## src/design/thumb_alu_execute_top_macros.svh

```systemverilog
// assertion macros for the thumb alu execute block
`ifndef THUMB_ALU_EXECUTE_TOP_MACROS_SVH
`define THUMB_ALU_EXECUTE_TOP_MACROS_SVH

`ifndef NO_ASSERTIONS

// antecedent implies consequent in the same cycle
`define THALU_ASSERT_NOW(label, clk, rst, ante, cons, msg) \
   label: assert property (@(posedge clk) disable iff (rst) (ante) |-> (cons)) \
      else $error(msg);

// antecedent implies consequent in the next cycle
`define THALU_ASSERT_NEXT(label, clk, rst, ante, cons, msg) \
   label: assert property (@(posedge clk) disable iff (rst) (ante) |=> (cons)) \
      else $error(msg);

`else

`define THALU_ASSERT_NOW(label, clk, rst, ante, cons, msg)
`define THALU_ASSERT_NEXT(label, clk, rst, ante, cons, msg)

`endif

`endif

```

## src/design/thalu_pkg.sv

```systemverilog
// shared types, constants and decode helpers for the thumb alu execute block
package thalu_pkg;

   localparam int DATA_W    = 32;
   localparam int REG_COUNT = 8;
   localparam int REG_IDX_W = $clog2(REG_COUNT);
   localparam int INSTR_W   = 16;
   localparam int AMT_W     = 8;
   localparam int IMM3_W    = 3;
   localparam int IMM8_W    = 8;

   // opcode prefixes of the supported formats
   localparam logic [2:0] PFX_SHIFT   = 3'b000;
   localparam logic [4:0] PFX_ADD_SUB = 5'b00011;
   localparam logic [2:0] PFX_IMM8    = 3'b001;
   localparam logic [5:0] PFX_ALU     = 6'b010000;

   typedef enum logic [2:0] {
      FMT_NONE      = 3'd0,
      FMT_SHIFT_IMM = 3'd1,
      FMT_ADD_SUB   = 3'd2,
      FMT_IMM8      = 3'd3,
      FMT_ALU       = 3'd4
   } format_type;

   typedef enum logic [1:0] {
      SHIFT_LSL = 2'd0,
      SHIFT_LSR = 2'd1,
      SHIFT_ASR = 2'd2,
      SHIFT_ROR = 2'd3
   } shift_kind_type;

   typedef enum logic [1:0] {
      IMM_MOV = 2'd0,
      IMM_CMP = 2'd1,
      IMM_ADD = 2'd2,
      IMM_SUB = 2'd3
   } imm_op_type;

   typedef enum logic [3:0] {
      ALU_AND = 4'd0,
      ALU_EOR = 4'd1,
      ALU_LSL = 4'd2,
      ALU_LSR = 4'd3,
      ALU_ASR = 4'd4,
      ALU_ADC = 4'd5,
      ALU_SBC = 4'd6,
      ALU_ROR = 4'd7,
      ALU_TST = 4'd8,
      ALU_NEG = 4'd9,
      ALU_CMP = 4'd10,
      ALU_CMN = 4'd11,
      ALU_ORR = 4'd12,
      ALU_MUL = 4'd13,
      ALU_BIC = 4'd14,
      ALU_MVN = 4'd15
   } alu_op_type;

   typedef struct packed {
      logic n;
      logic z;
      logic c;
      logic v;
   } flags_type;

   typedef struct packed {
      logic                 executed;
      logic                 written;
      logic [REG_IDX_W-1:0] dest_index;
      logic [DATA_W-1:0]    value;
      flags_type            flags;
   } exec_result_type;

   function automatic format_type decode_format(input logic [INSTR_W-1:0] ins);
      format_type fmt;
      fmt = FMT_NONE;
      if (ins[15:11] == PFX_ADD_SUB) begin
         fmt = FMT_ADD_SUB;
      end else if (ins[15:13] == PFX_SHIFT) begin
         fmt = FMT_SHIFT_IMM;
      end else if (ins[15:13] == PFX_IMM8) begin
         fmt = FMT_IMM8;
      end else if (ins[15:10] == PFX_ALU) begin
         fmt = FMT_ALU;
      end
      return fmt;
   endfunction

   // second register read: rn for add/sub, rd for immediate and alu ops
   function automatic logic [REG_IDX_W-1:0] port_b_index(input logic [INSTR_W-1:0] ins);
      logic [REG_IDX_W-1:0] idx;
      case (decode_format(ins))
         FMT_ADD_SUB: idx = ins[8:6];
         FMT_IMM8:    idx = ins[10:8];
         default:     idx = ins[2:0];
      endcase
      return idx;
   endfunction

endpackage

```

## src/design/thalu_shifter.sv

```systemverilog
// barrel shifter with arm carry-out rules
module thalu_shifter (
   input  thalu_pkg::shift_kind_type          kind,
   input  logic [thalu_pkg::AMT_W-1:0]        amount,
   input  logic [thalu_pkg::DATA_W-1:0]       value,
   input  logic                               carry_in,
   output logic [thalu_pkg::DATA_W-1:0]       value_out,
   output logic                               carry_out
);

   localparam int CNT_W = $clog2(thalu_pkg::DATA_W) + 1;
   localparam int ROT_W = $clog2(thalu_pkg::DATA_W);
   localparam logic [thalu_pkg::AMT_W-1:0] FULL = thalu_pkg::AMT_W'(thalu_pkg::DATA_W);

   logic [CNT_W-1:0]                 amt_sat;
   logic                             over;
   logic [thalu_pkg::DATA_W:0]       lsl_wide;
   logic [thalu_pkg::DATA_W:0]       lsr_wide;
   logic signed [thalu_pkg::DATA_W:0] asr_wide;
   logic [2*thalu_pkg::DATA_W-1:0]   ror_wide;
   logic [thalu_pkg::DATA_W-1:0]     ror_res;

   // past the word width asr acts as full width, lsl/lsr give zero, ror wraps
   assign over     = amount > FULL;
   assign amt_sat  = over ? CNT_W'(thalu_pkg::DATA_W) : amount[CNT_W-1:0];
   assign lsl_wide = {1'b0, value} << amt_sat;
   assign lsr_wide = {value, 1'b0} >> amt_sat;
   assign asr_wide = $signed({value, 1'b0}) >>> amt_sat;
   assign ror_wide = {value, value} >> amount[ROT_W-1:0];
   assign ror_res  = ror_wide[thalu_pkg::DATA_W-1:0];

   always_comb begin
      value_out = value;
      carry_out = carry_in;
      if (amount != '0) begin
         case (kind)
            thalu_pkg::SHIFT_LSL: begin
               value_out = over ? '0 : lsl_wide[thalu_pkg::DATA_W-1:0];
               carry_out = over ? 1'b0 : lsl_wide[thalu_pkg::DATA_W];
            end
            thalu_pkg::SHIFT_LSR: begin
               value_out = over ? '0 : lsr_wide[thalu_pkg::DATA_W:1];
               carry_out = over ? 1'b0 : lsr_wide[0];
            end
            thalu_pkg::SHIFT_ASR: begin
               value_out = asr_wide[thalu_pkg::DATA_W:1];
               carry_out = asr_wide[0];
            end
            default: begin
               value_out = ror_res;
               carry_out = ror_res[thalu_pkg::DATA_W-1];
            end
         endcase
      end
   end

endmodule

```

## src/design/thalu_exec.sv

```systemverilog
// decode and single-pass execute of thumb formats 1 to 4
module thalu_exec (
   input  logic [thalu_pkg::INSTR_W-1:0] instruction,
   input  logic [thalu_pkg::DATA_W-1:0]  op_a,
   input  logic [thalu_pkg::DATA_W-1:0]  op_b,
   input  thalu_pkg::flags_type          flags_in,
   output thalu_pkg::exec_result_type    result
);

   localparam int W = thalu_pkg::DATA_W;

   thalu_pkg::format_type     fmt;
   thalu_pkg::alu_op_type     alu_op;
   thalu_pkg::imm_op_type     imm_op;
   thalu_pkg::shift_kind_type sh_kind;
   logic [thalu_pkg::AMT_W-1:0] sh_amount;
   logic [W-1:0]              sh_value;
   logic [W-1:0]              sh_out;
   logic                      sh_carry;
   logic [W-1:0]              add_a;
   logic [W-1:0]              add_b;
   logic                      add_cin;
   logic [W:0]                sum;
   logic [W-1:0]              sum_ovf;
   logic [W-1:0]              product;
   logic [W-1:0]              res;
   logic [W-1:0]              b_raw;

   assign fmt    = thalu_pkg::decode_format(instruction);
   assign alu_op = thalu_pkg::alu_op_type'(instruction[9:6]);
   assign imm_op = thalu_pkg::imm_op_type'(instruction[12:11]);

   // shifter operands
   always_comb begin
      if (fmt == thalu_pkg::FMT_ALU) begin
         sh_value  = op_b;
         sh_amount = op_a[thalu_pkg::AMT_W-1:0];
         case (alu_op)
            thalu_pkg::ALU_LSL: sh_kind = thalu_pkg::SHIFT_LSL;
            thalu_pkg::ALU_LSR: sh_kind = thalu_pkg::SHIFT_LSR;
            thalu_pkg::ALU_ASR: sh_kind = thalu_pkg::SHIFT_ASR;
            default:            sh_kind = thalu_pkg::SHIFT_ROR;
         endcase
      end else begin
         sh_value  = op_a;
         sh_kind   = thalu_pkg::shift_kind_type'(instruction[12:11]);
         // lsr #0 and asr #0 encode a full-width shift
         if (sh_kind != thalu_pkg::SHIFT_LSL && instruction[10:6] == '0) begin
            sh_amount = thalu_pkg::AMT_W'(W);
         end else begin
            sh_amount = thalu_pkg::AMT_W'(instruction[10:6]);
         end
      end
   end

   thalu_shifter u_shifter (
      .kind      (sh_kind),
      .amount    (sh_amount),
      .value     (sh_value),
      .carry_in  (flags_in.c),
      .value_out (sh_out),
      .carry_out (sh_carry)
   );

   // adder operands, subtraction as a + ~b + carry
   always_comb begin
      add_a   = op_b;
      add_b   = op_a;
      add_cin = 1'b0;
      b_raw   = op_b;
      case (fmt)
         thalu_pkg::FMT_ADD_SUB: begin
            add_a = op_a;
            b_raw = instruction[10] ? W'(instruction[8:6]) : op_b;
            add_b = instruction[9] ? ~b_raw : b_raw;
            add_cin = instruction[9];
         end
         thalu_pkg::FMT_IMM8: begin
            add_a = op_b;
            b_raw = W'(instruction[7:0]);
            if (imm_op == thalu_pkg::IMM_CMP || imm_op == thalu_pkg::IMM_SUB) begin
               add_b   = ~b_raw;
               add_cin = 1'b1;
            end else begin
               add_b = b_raw;
            end
         end
         thalu_pkg::FMT_ALU: begin
            case (alu_op)
               thalu_pkg::ALU_ADC: add_cin = flags_in.c;
               thalu_pkg::ALU_SBC: begin
                  add_b   = ~op_a;
                  add_cin = flags_in.c;
               end
               thalu_pkg::ALU_NEG: begin
                  add_a   = '0;
                  add_b   = ~op_a;
                  add_cin = 1'b1;
               end
               thalu_pkg::ALU_CMP: begin
                  add_b   = ~op_a;
                  add_cin = 1'b1;
               end
               default: add_b = op_a;
            endcase
         end
         default: add_b = op_a;
      endcase
   end

   assign sum     = {1'b0, add_a} + {1'b0, add_b} + (W+1)'(add_cin);
   assign sum_ovf = ~(add_a ^ add_b) & (add_a ^ sum[W-1:0]);
   // only the low word of the product is kept
   assign product = op_b * op_a;

   always_comb begin
      result.executed   = 1'b1;
      result.written    = 1'b1;
      result.dest_index = instruction[2:0];
      result.flags      = flags_in;
      res               = '0;
      case (fmt)
         thalu_pkg::FMT_SHIFT_IMM: begin
            res            = sh_out;
            result.flags.c = sh_carry;
         end
         thalu_pkg::FMT_ADD_SUB: begin
            res            = sum[W-1:0];
            result.flags.c = sum[W];
            result.flags.v = sum_ovf[W-1];
         end
         thalu_pkg::FMT_IMM8: begin
            result.dest_index = instruction[10:8];
            if (imm_op == thalu_pkg::IMM_MOV) begin
               res = W'(instruction[7:0]);
            end else begin
               res            = sum[W-1:0];
               result.flags.c = sum[W];
               result.flags.v = sum_ovf[W-1];
               result.written = imm_op != thalu_pkg::IMM_CMP;
            end
         end
         thalu_pkg::FMT_ALU: begin
            case (alu_op)
               thalu_pkg::ALU_AND, thalu_pkg::ALU_TST: res = op_b & op_a;
               thalu_pkg::ALU_EOR: res = op_b ^ op_a;
               thalu_pkg::ALU_ORR: res = op_b | op_a;
               thalu_pkg::ALU_BIC: res = op_b & ~op_a;
               thalu_pkg::ALU_MVN: res = ~op_a;
               thalu_pkg::ALU_MUL: begin
                  res            = product;
                  result.flags.c = 1'b0;
               end
               default: res = sum[W-1:0];
            endcase
            if (alu_op inside {thalu_pkg::ALU_LSL, thalu_pkg::ALU_LSR,
                               thalu_pkg::ALU_ASR, thalu_pkg::ALU_ROR}) begin
               res            = sh_out;
               result.flags.c = sh_carry;
            end
            if (alu_op inside {thalu_pkg::ALU_ADC, thalu_pkg::ALU_SBC, thalu_pkg::ALU_NEG,
                               thalu_pkg::ALU_CMP, thalu_pkg::ALU_CMN}) begin
               result.flags.c = sum[W];
               result.flags.v = sum_ovf[W-1];
            end
            result.written = !(alu_op inside {thalu_pkg::ALU_TST, thalu_pkg::ALU_CMP,
                                              thalu_pkg::ALU_CMN});
         end
         default: begin
            result.executed   = 1'b0;
            result.written    = 1'b0;
            result.dest_index = '0;
         end
      endcase
      result.value = res;
      if (fmt != thalu_pkg::FMT_NONE) begin
         result.flags.n = res[W-1];
         result.flags.z = res == '0;
      end
   end

endmodule

```

## src/design/thumb_alu_execute_top.sv

```systemverilog
// top level of the thumb alu execute block: operand fetch, execute, write-back
//
//   channel  | ports                         | direction | moves
//   ---------+-------------------------------+-----------+-------------------------------
//   request  | req_valid, req_stall, req_*   | in        | one instruction halfword item
//   response | rsp_valid, rsp_stall, rsp_*   | out       | one result item with new flags
//
// one item per cycle sustained while rsp_stall is low; an item accepted at one edge is
// executed from the input register and its result shows on rsp_ once it is loaded
// into the result register; the single execute pass (shifter, adder or multiplier) lies
// between the input register and the result register, with write-back at the same edge
// synchronous reset clears the register valid bits, the flags and both stage valids
// rsp_stall holds the result register; the input stage takes one more item, then
// req_stall stays high until the result register drains
module thumb_alu_execute_top (
   input  logic                          clock,
   input  logic                          reset,
   input  logic                          req_valid,
   output logic                          req_stall,
   input  logic [thalu_pkg::INSTR_W-1:0] req_instruction,
   output logic                          rsp_valid,
   input  logic                          rsp_stall,
   output logic                          rsp_executed,
   output logic                          rsp_dest_written,
   output logic [thalu_pkg::REG_IDX_W-1:0] rsp_dest_index,
   output logic [thalu_pkg::DATA_W-1:0]  rsp_result_value,
   output logic                          rsp_flag_n,
   output logic                          rsp_flag_z,
   output logic                          rsp_flag_c,
   output logic                          rsp_flag_v
);

`include "thumb_alu_execute_top_macros.svh"

   localparam int W  = thalu_pkg::DATA_W;
   localparam int IW = thalu_pkg::REG_IDX_W;

   // low register file, read at accept time, written at execute
   logic [W-1:0]                    regs_mem_ff [thalu_pkg::REG_COUNT];
   logic [thalu_pkg::REG_COUNT-1:0] reg_valid_ff;
   logic [thalu_pkg::REG_COUNT-1:0] reg_valid_in;

   // input stage
   logic                          in_valid_ff;
   logic                          in_valid_in;
   logic [thalu_pkg::INSTR_W-1:0] in_instr_ff;
   logic [W-1:0]                  op_a_ff;
   logic [W-1:0]                  op_b_ff;
   logic                          a_valid_ff;
   logic                          b_valid_ff;
   logic                          fwd_a_ff;
   logic                          fwd_b_ff;

   // result stage and flags
   logic                          rsp_valid_ff;
   logic                          rsp_valid_in;
   thalu_pkg::exec_result_type    rsp_ff;
   thalu_pkg::flags_type          flags_ff;

   logic                          accept;
   logic                          out_free;
   logic                          load_out;
   logic                          commit_we;
   logic [IW-1:0]                 addr_a;
   logic [IW-1:0]                 addr_b;
   logic [W-1:0]                  op_a;
   logic [W-1:0]                  op_b;
   thalu_pkg::exec_result_type    exec_res;

   // handshake: the input stage moves on whenever the result register is free or draining
   assign out_free  = !rsp_valid_ff || !rsp_stall;
   assign load_out  = in_valid_ff && out_free;
   assign req_stall = in_valid_ff && !out_free;
   assign accept    = req_valid && !req_stall;
   assign commit_we = load_out && exec_res.written;

   assign in_valid_in  = accept ? 1'b1 : (load_out ? 1'b0 : in_valid_ff);
   assign rsp_valid_in = load_out ? 1'b1 : (rsp_stall ? rsp_valid_ff : 1'b0);

   always_comb begin
      reg_valid_in = reg_valid_ff;
      if (commit_we) begin
         reg_valid_in[exec_res.dest_index] = 1'b1;
      end
   end

   // read addresses come straight from the incoming halfword
   assign addr_a = req_instruction[5:3];
   assign addr_b = thalu_pkg::port_b_index(req_instruction);

   always_ff @(posedge clock) begin
      if (reset) begin
         in_valid_ff  <= 1'b0;
         rsp_valid_ff <= 1'b0;
         reg_valid_ff <= '0;
         flags_ff     <= '0;
      end else begin
         in_valid_ff  <= in_valid_in;
         rsp_valid_ff <= rsp_valid_in;
         reg_valid_ff <= reg_valid_in;
         if (load_out) begin
            flags_ff <= exec_res.flags;
         end
      end
   end

   // register file write port
   always_ff @(posedge clock) begin
      if (commit_we) begin
         regs_mem_ff[exec_res.dest_index] <= exec_res.value;
      end
   end

   // operand read at accept; a write landing at the same edge is caught by the forward flags
   always_ff @(posedge clock) begin
      if (accept) begin
         in_instr_ff <= req_instruction;
         op_a_ff     <= regs_mem_ff[addr_a];
         op_b_ff     <= regs_mem_ff[addr_b];
         a_valid_ff  <= reg_valid_ff[addr_a];
         b_valid_ff  <= reg_valid_ff[addr_b];
         fwd_a_ff    <= commit_we && exec_res.dest_index == addr_a;
         fwd_b_ff    <= commit_we && exec_res.dest_index == addr_b;
      end
   end

   // the result register holds the last value written back while the item waits here
   assign op_a = fwd_a_ff ? rsp_ff.value : (a_valid_ff ? op_a_ff : '0);
   assign op_b = fwd_b_ff ? rsp_ff.value : (b_valid_ff ? op_b_ff : '0);

   thalu_exec u_exec (
      .instruction (in_instr_ff),
      .op_a        (op_a),
      .op_b        (op_b),
      .flags_in    (flags_ff),
      .result      (exec_res)
   );

   always_ff @(posedge clock) begin
      if (load_out) begin
         rsp_ff <= exec_res;
      end
   end

   assign rsp_valid        = rsp_valid_ff;
   assign rsp_executed     = rsp_ff.executed;
   assign rsp_dest_written = rsp_ff.written;
   assign rsp_dest_index   = rsp_ff.dest_index;
   assign rsp_result_value = rsp_ff.value;
   assign rsp_flag_n       = rsp_ff.flags.n;
   assign rsp_flag_z       = rsp_ff.flags.z;
   assign rsp_flag_c       = rsp_ff.flags.c;
   assign rsp_flag_v       = rsp_ff.flags.v;

   // back-pressure only ever comes from a held item in the input stage
   `THALU_ASSERT_NOW(a_stall_needs_item, clock, reset, req_stall, in_valid_ff,
                     "stall with empty input stage")

   // after an execute the flag state matches the flags reported with that item
   `THALU_ASSERT_NEXT(a_flags_follow_rsp, clock, reset, load_out,
                      rsp_valid_ff && flags_ff == rsp_ff.flags,
                      "flag state differs from reported flags")

   // an encoding outside the formats writes nothing and reports a zero value
   `THALU_ASSERT_NOW(a_unexecuted_quiet, clock, reset, rsp_valid_ff && !rsp_ff.executed,
                     !rsp_ff.written && rsp_ff.value == '0 && rsp_ff.dest_index == '0,
                     "unexecuted item reports a write")

endmodule
```

## config.mk

```make
export PLATFORM = sky130hd
export DESIGN_NAME = thumb_alu_execute_top
export DESIGN_NICKNAME = d
export VERILOG_FILES = /design/src/design/thalu_pkg.sv /design/src/design/thalu_shifter.sv /design/src/design/thalu_exec.sv /design/src/design/thumb_alu_execute_top.sv
export VERILOG_INCLUDE_DIRS = /design/src /design/src/design
export SDC_FILE = /design/constraint.sdc
export NUM_CORES = 2
export LEC_CHECK = 0
export ABC_AREA = 1
export ABC_CLOCK_PERIOD_IN_PS = 16800
export BUFFER_PORTS_ARGS = -buffer_cell sky130_fd_sc_hd__buf_2
export CORE_MARGIN = 5
export CORE_UTILIZATION = 51
export DETAILED_ROUTE_END_ITERATION = 6
export PLACE_DENSITY_LB_ADDON = 0.05
export SYNTH_ARGS = -nofsm -noshare
export SYNTH_HDL_FRONTEND = slang
export SYNTH_HIERARCHICAL = 1
export SYNTH_SLANG_ARGS = --single-unit
```

## constraint.sdc

```tcl
create_clock -name clock -period 16.8 [get_ports clock]
set_input_delay 1.68 -clock clock [delete_from_list [all_inputs] [get_ports clock]]
set_output_delay 1.68 -clock clock [all_outputs]
set_load 0.03 [all_outputs]
```

==> impl_metrics.tcl <==
set metrics [dict create \
    run_status "finished with violations" \
    failing_checks "design-rule violations" \
    dpl.cell_count 8371 \
    powerDensity_nw_per_um2 102 \
    relSlewSlack_pct 14.8 \
    via_count_of_the_first_global_routing_pass 47246 \
    synth_cell_types 62 \
    hold_viol 0 \
    design.portCount 63 \
    period_utilization_pct 59.3 \
    pwr-share-clk_pct 18.5 \
    rows 115 \
    number_of_buffers_on_the_longest_clock_path 3 \
    drive_gt1_share_pct 5.66 \
    detail_route.iter0.violations 5921 \
    drc_violation_count_after_routing 4 \
    synth_cells 7317 \
    critical_path_class "flop to flop" \
    timing.critical_path.arrival_ps 10430 \
    ys_seq_area_share_pct 23.3 \
    startpoint "fwd_a_ff" \
    most_instantiated_library_cell_after_synthesis "nand2_1" \
    die_area_sq_um 105000 \
    post_synth.cell_area_avg_sq_um 6.86 \
    synth.top_cells.by_area "edfxtp_1 (23%), fa_1 (16%), nand2_1 (15%)" \
    grt_overflow_total 0 \
    critical-path-slowest-cell "o21ai_0" \
    initial_core_util_pct 51.2 \
    numClockSinks 395 \
    routed_via_density 5.90 \
    cts_tree "yes" \
    p_seq_share_pct 21.1 \
    synth_top_cell_area_share_pct 22.8 \
    pwr-share-comb_pct 60.4 \
    core_sq_um 98100 \
    hold_path.startpoint "flags_ff[3]" \
    layout.filler_cells 9767 \
    syn-cell-area_sq_um 50200 \
    synth_enable_flop_cells 381 \
    yosysTopAreaCell "edfxtp_1" \
    layout.core_utilization_pct 54.3 \
    finalWirelength_microns 200000 \
    final-max-slew-violation-count 0 \
    synthTopCellsByCount "nand2_1 (1998), inv_1 (1387), nand3_1 (696)" \
    clk_pin_slew_ps 70 \
    finalNonFillerCells 8446 \
    finalWeightedCongestion 1.04 \
    clk_latency_ps 610 \
    area_of_the_multi_input_gates_sq_um 31800 \
    peakVddDrop_mv 0.100 \
    critical_path.startpoint_type "flop" \
    via_count 49855 \
    total_number_of_h_tree_levels 2 \
    hold_class "flop to flop" \
    yosys_warnings 6 \
    initial_antenna_violation_count 6 \
    chipHeight_microns 324 \
    sequential_cell_area_sq_um 11700 \
    worst-path-max-fanout 64 \
    timing_worst_slew_pin_value_ps 1270 \
    grt_use_total_pct 37.5 \
    route.detailed.wl_per_inst_microns 23.7 \
    numCtsBuffers 41 \
    rsz0062_at_grt "no" \
    critical_path_most_common_cell "fa_1" \
    flow.area_growth_from_synthesis_pct 6.16 \
    grt_max_degree 89 \
    asyncSetResetFlopFracSynth_pct 0 \
    cellInternalPower_mw 2.82 \
    nets_final 7759 \
    port-buffer-count 62 \
    fp.dieW_microns 324 \
    post-cts-setup-buffer-count 0 \
    cp_data_required_time_ps 17280 \
    p_leak_nw 27.1 \
    placed_wire_length_estimate_after_detailed_placement_microns 143000 \
    drtPass1Iterations 7 \
    synth_fp_nets 7949 \
    cts.hold.buffers_added 0 \
    critPathCaptureType "flop" \
    ff2ff_setup_slack_ps 6850 \
    total_negative_setup_slack_ps 0 \
    power.share.switching_pct 48.2 \
    dominantRegCellSynth "edfxtp_1" \
    timing.critical_path.slowest_cell_delay_ps 770 \
    post_cts_resized 0 \
    finClkSkew_ps 45.1 \
    power.net_switching_mw 2.63 \
    wire_length_of_the_first_global_routing_pass_microns 299000 \
    yosys_register_bits 395 \
    finalWorstPathRequiredPeriod_ps 9950 \
    report.final.setup_viol 0 \
    detail-route-antenna-nets 0 \
    max_cap_violations 0 \
    cts.root.buffer_cell "clkbuf_16" \
    fmax_mhz 100 \
    regToRegStartpoint "fwd_a_ff" \
]
[layout make-up]
class	instances	area share, %
antenna	1	0.00469
tap	1287	3.02
clock inverter	24	0.688
sequential	395	22.0
clock buffer	50	2.06
multi-input combinational	5066	59.5
inverter	1403	9.89
timing repair buffer	220	2.81
[worst paths after layout]
kind,to,depth (start not counted)
min,flags_ff[3],2
max reg2reg,flags_ff[2],37
min reg2reg,flags_ff[3],2
max,flags_ff[2],37
[kinds of logic (layout without fill, tap and decap cells)]
kind of cell	count (synthesis)	in the layout	synth area share [%]
AND/OR/NAND/NOR	3292	3292	27.8
buffers and inverters	1856	1697	14.2
AO/OA/AOI/OAI	1091	1091	11.9
adder cells (fa/ha/maj)	612	612	21.4
flip-flops	395	395	23.3
XOR/XNOR	38	38	0.663
multiplexers	33	33	0.683
other	0	1	0
[per-stage QoR]
stage | total power, mW | setup slack, ps | hold slack (ps) | area, sq um
floorplan | 3.40 | 8720 | 435 | 50200
global placement | 4.39 | 7190 | 450 | 51900
detailed placement | 4.39 | 7140 | 453 | 51900
CTS | 5.42 | 7080 | 464 | 53300
global route | 5.87 | 6480 | 476 | 53300
finish | 5.45 | 6850 | 464 | 53300
[registers in the layout (all words and copies together), names as in the netlist, 3 cells and up]
register          flops
flags_ff              4
reg_valid_ff          8
in_instr_ff          16
rsp_dest_index        3
rsp_result_value     32
regs_mem_ff         256
op_b_ff              32
op_a_ff              32
[worst max-delay path, delay by kind of cell, from the launching register on]
kind            cells  cell delay (ps)
compound gates      4             1070
fa+ha+maj           9             4450
buf+inv            10             1650
flops               1              380
simple gates       14             2250
[per-layer routing]
layer  vias up  global-route usage, %  share of wire [%]
met3       468                   6.33                9.6
met4         2                   15.9                5.0
met5         -                      0             0.0035
met2      2663                   59.1                 44
met1     23834                   51.7                 41
li1      22888                      -                  -
[cells in the final DEF, fill, tap and decap left out, types with 11 or more instances in the layout]
cell type  Yosys  routed
o211ai_1      37      37
o21ai_1       64      81
buf_4         15     159
nand2_2       12      13
inv_1       1387    1382
a21oi_1      275     274
buf_2         72      61
o21ai_2        3      33
nand3b_1      17      17
inv_2         10      13
nor4_1        11      11
nand2_1     1998    1996
edfxtp_1     381     381
a211oi_1      19      19
nor3_1        25      23
nor2_4         3      14
clkinv_1       6      11
mux2i_1       32      32
fa_1         410     410
or2_2         12      12
o21bai_1      13      13
clkbuf_16      0      42
nand4_1      169     169
a32oi_1       24      24
o21ai_0      542     483
xnor2_1       15      15
o21a_1        13      13
o22ai_1       13      13
nand3_1      696     695
nor2_1       323     311
dfxtp_1       14      14
a31oi_1       42      42
ha_1         202     202
xor2_1        23      23
o21ai_4        1      13
[power by group through the flow]
stage / combinational, mW / clock [mW] / sequential, mW
2_1_floorplan: 2.23 / 0 / 1.17
5_1_grt: 3.65 / 1.07 / 1.15
3_3_place_gp: 3.22 / 0 / 1.17
3_5_place_dp: 3.22 / 0 / 1.17
4_1_cts: 3.26 / 1.02 / 1.15
6_report: 3.29 / 1.01 / 1.15
No activity file was read; power rests on OpenSTA's default activity.
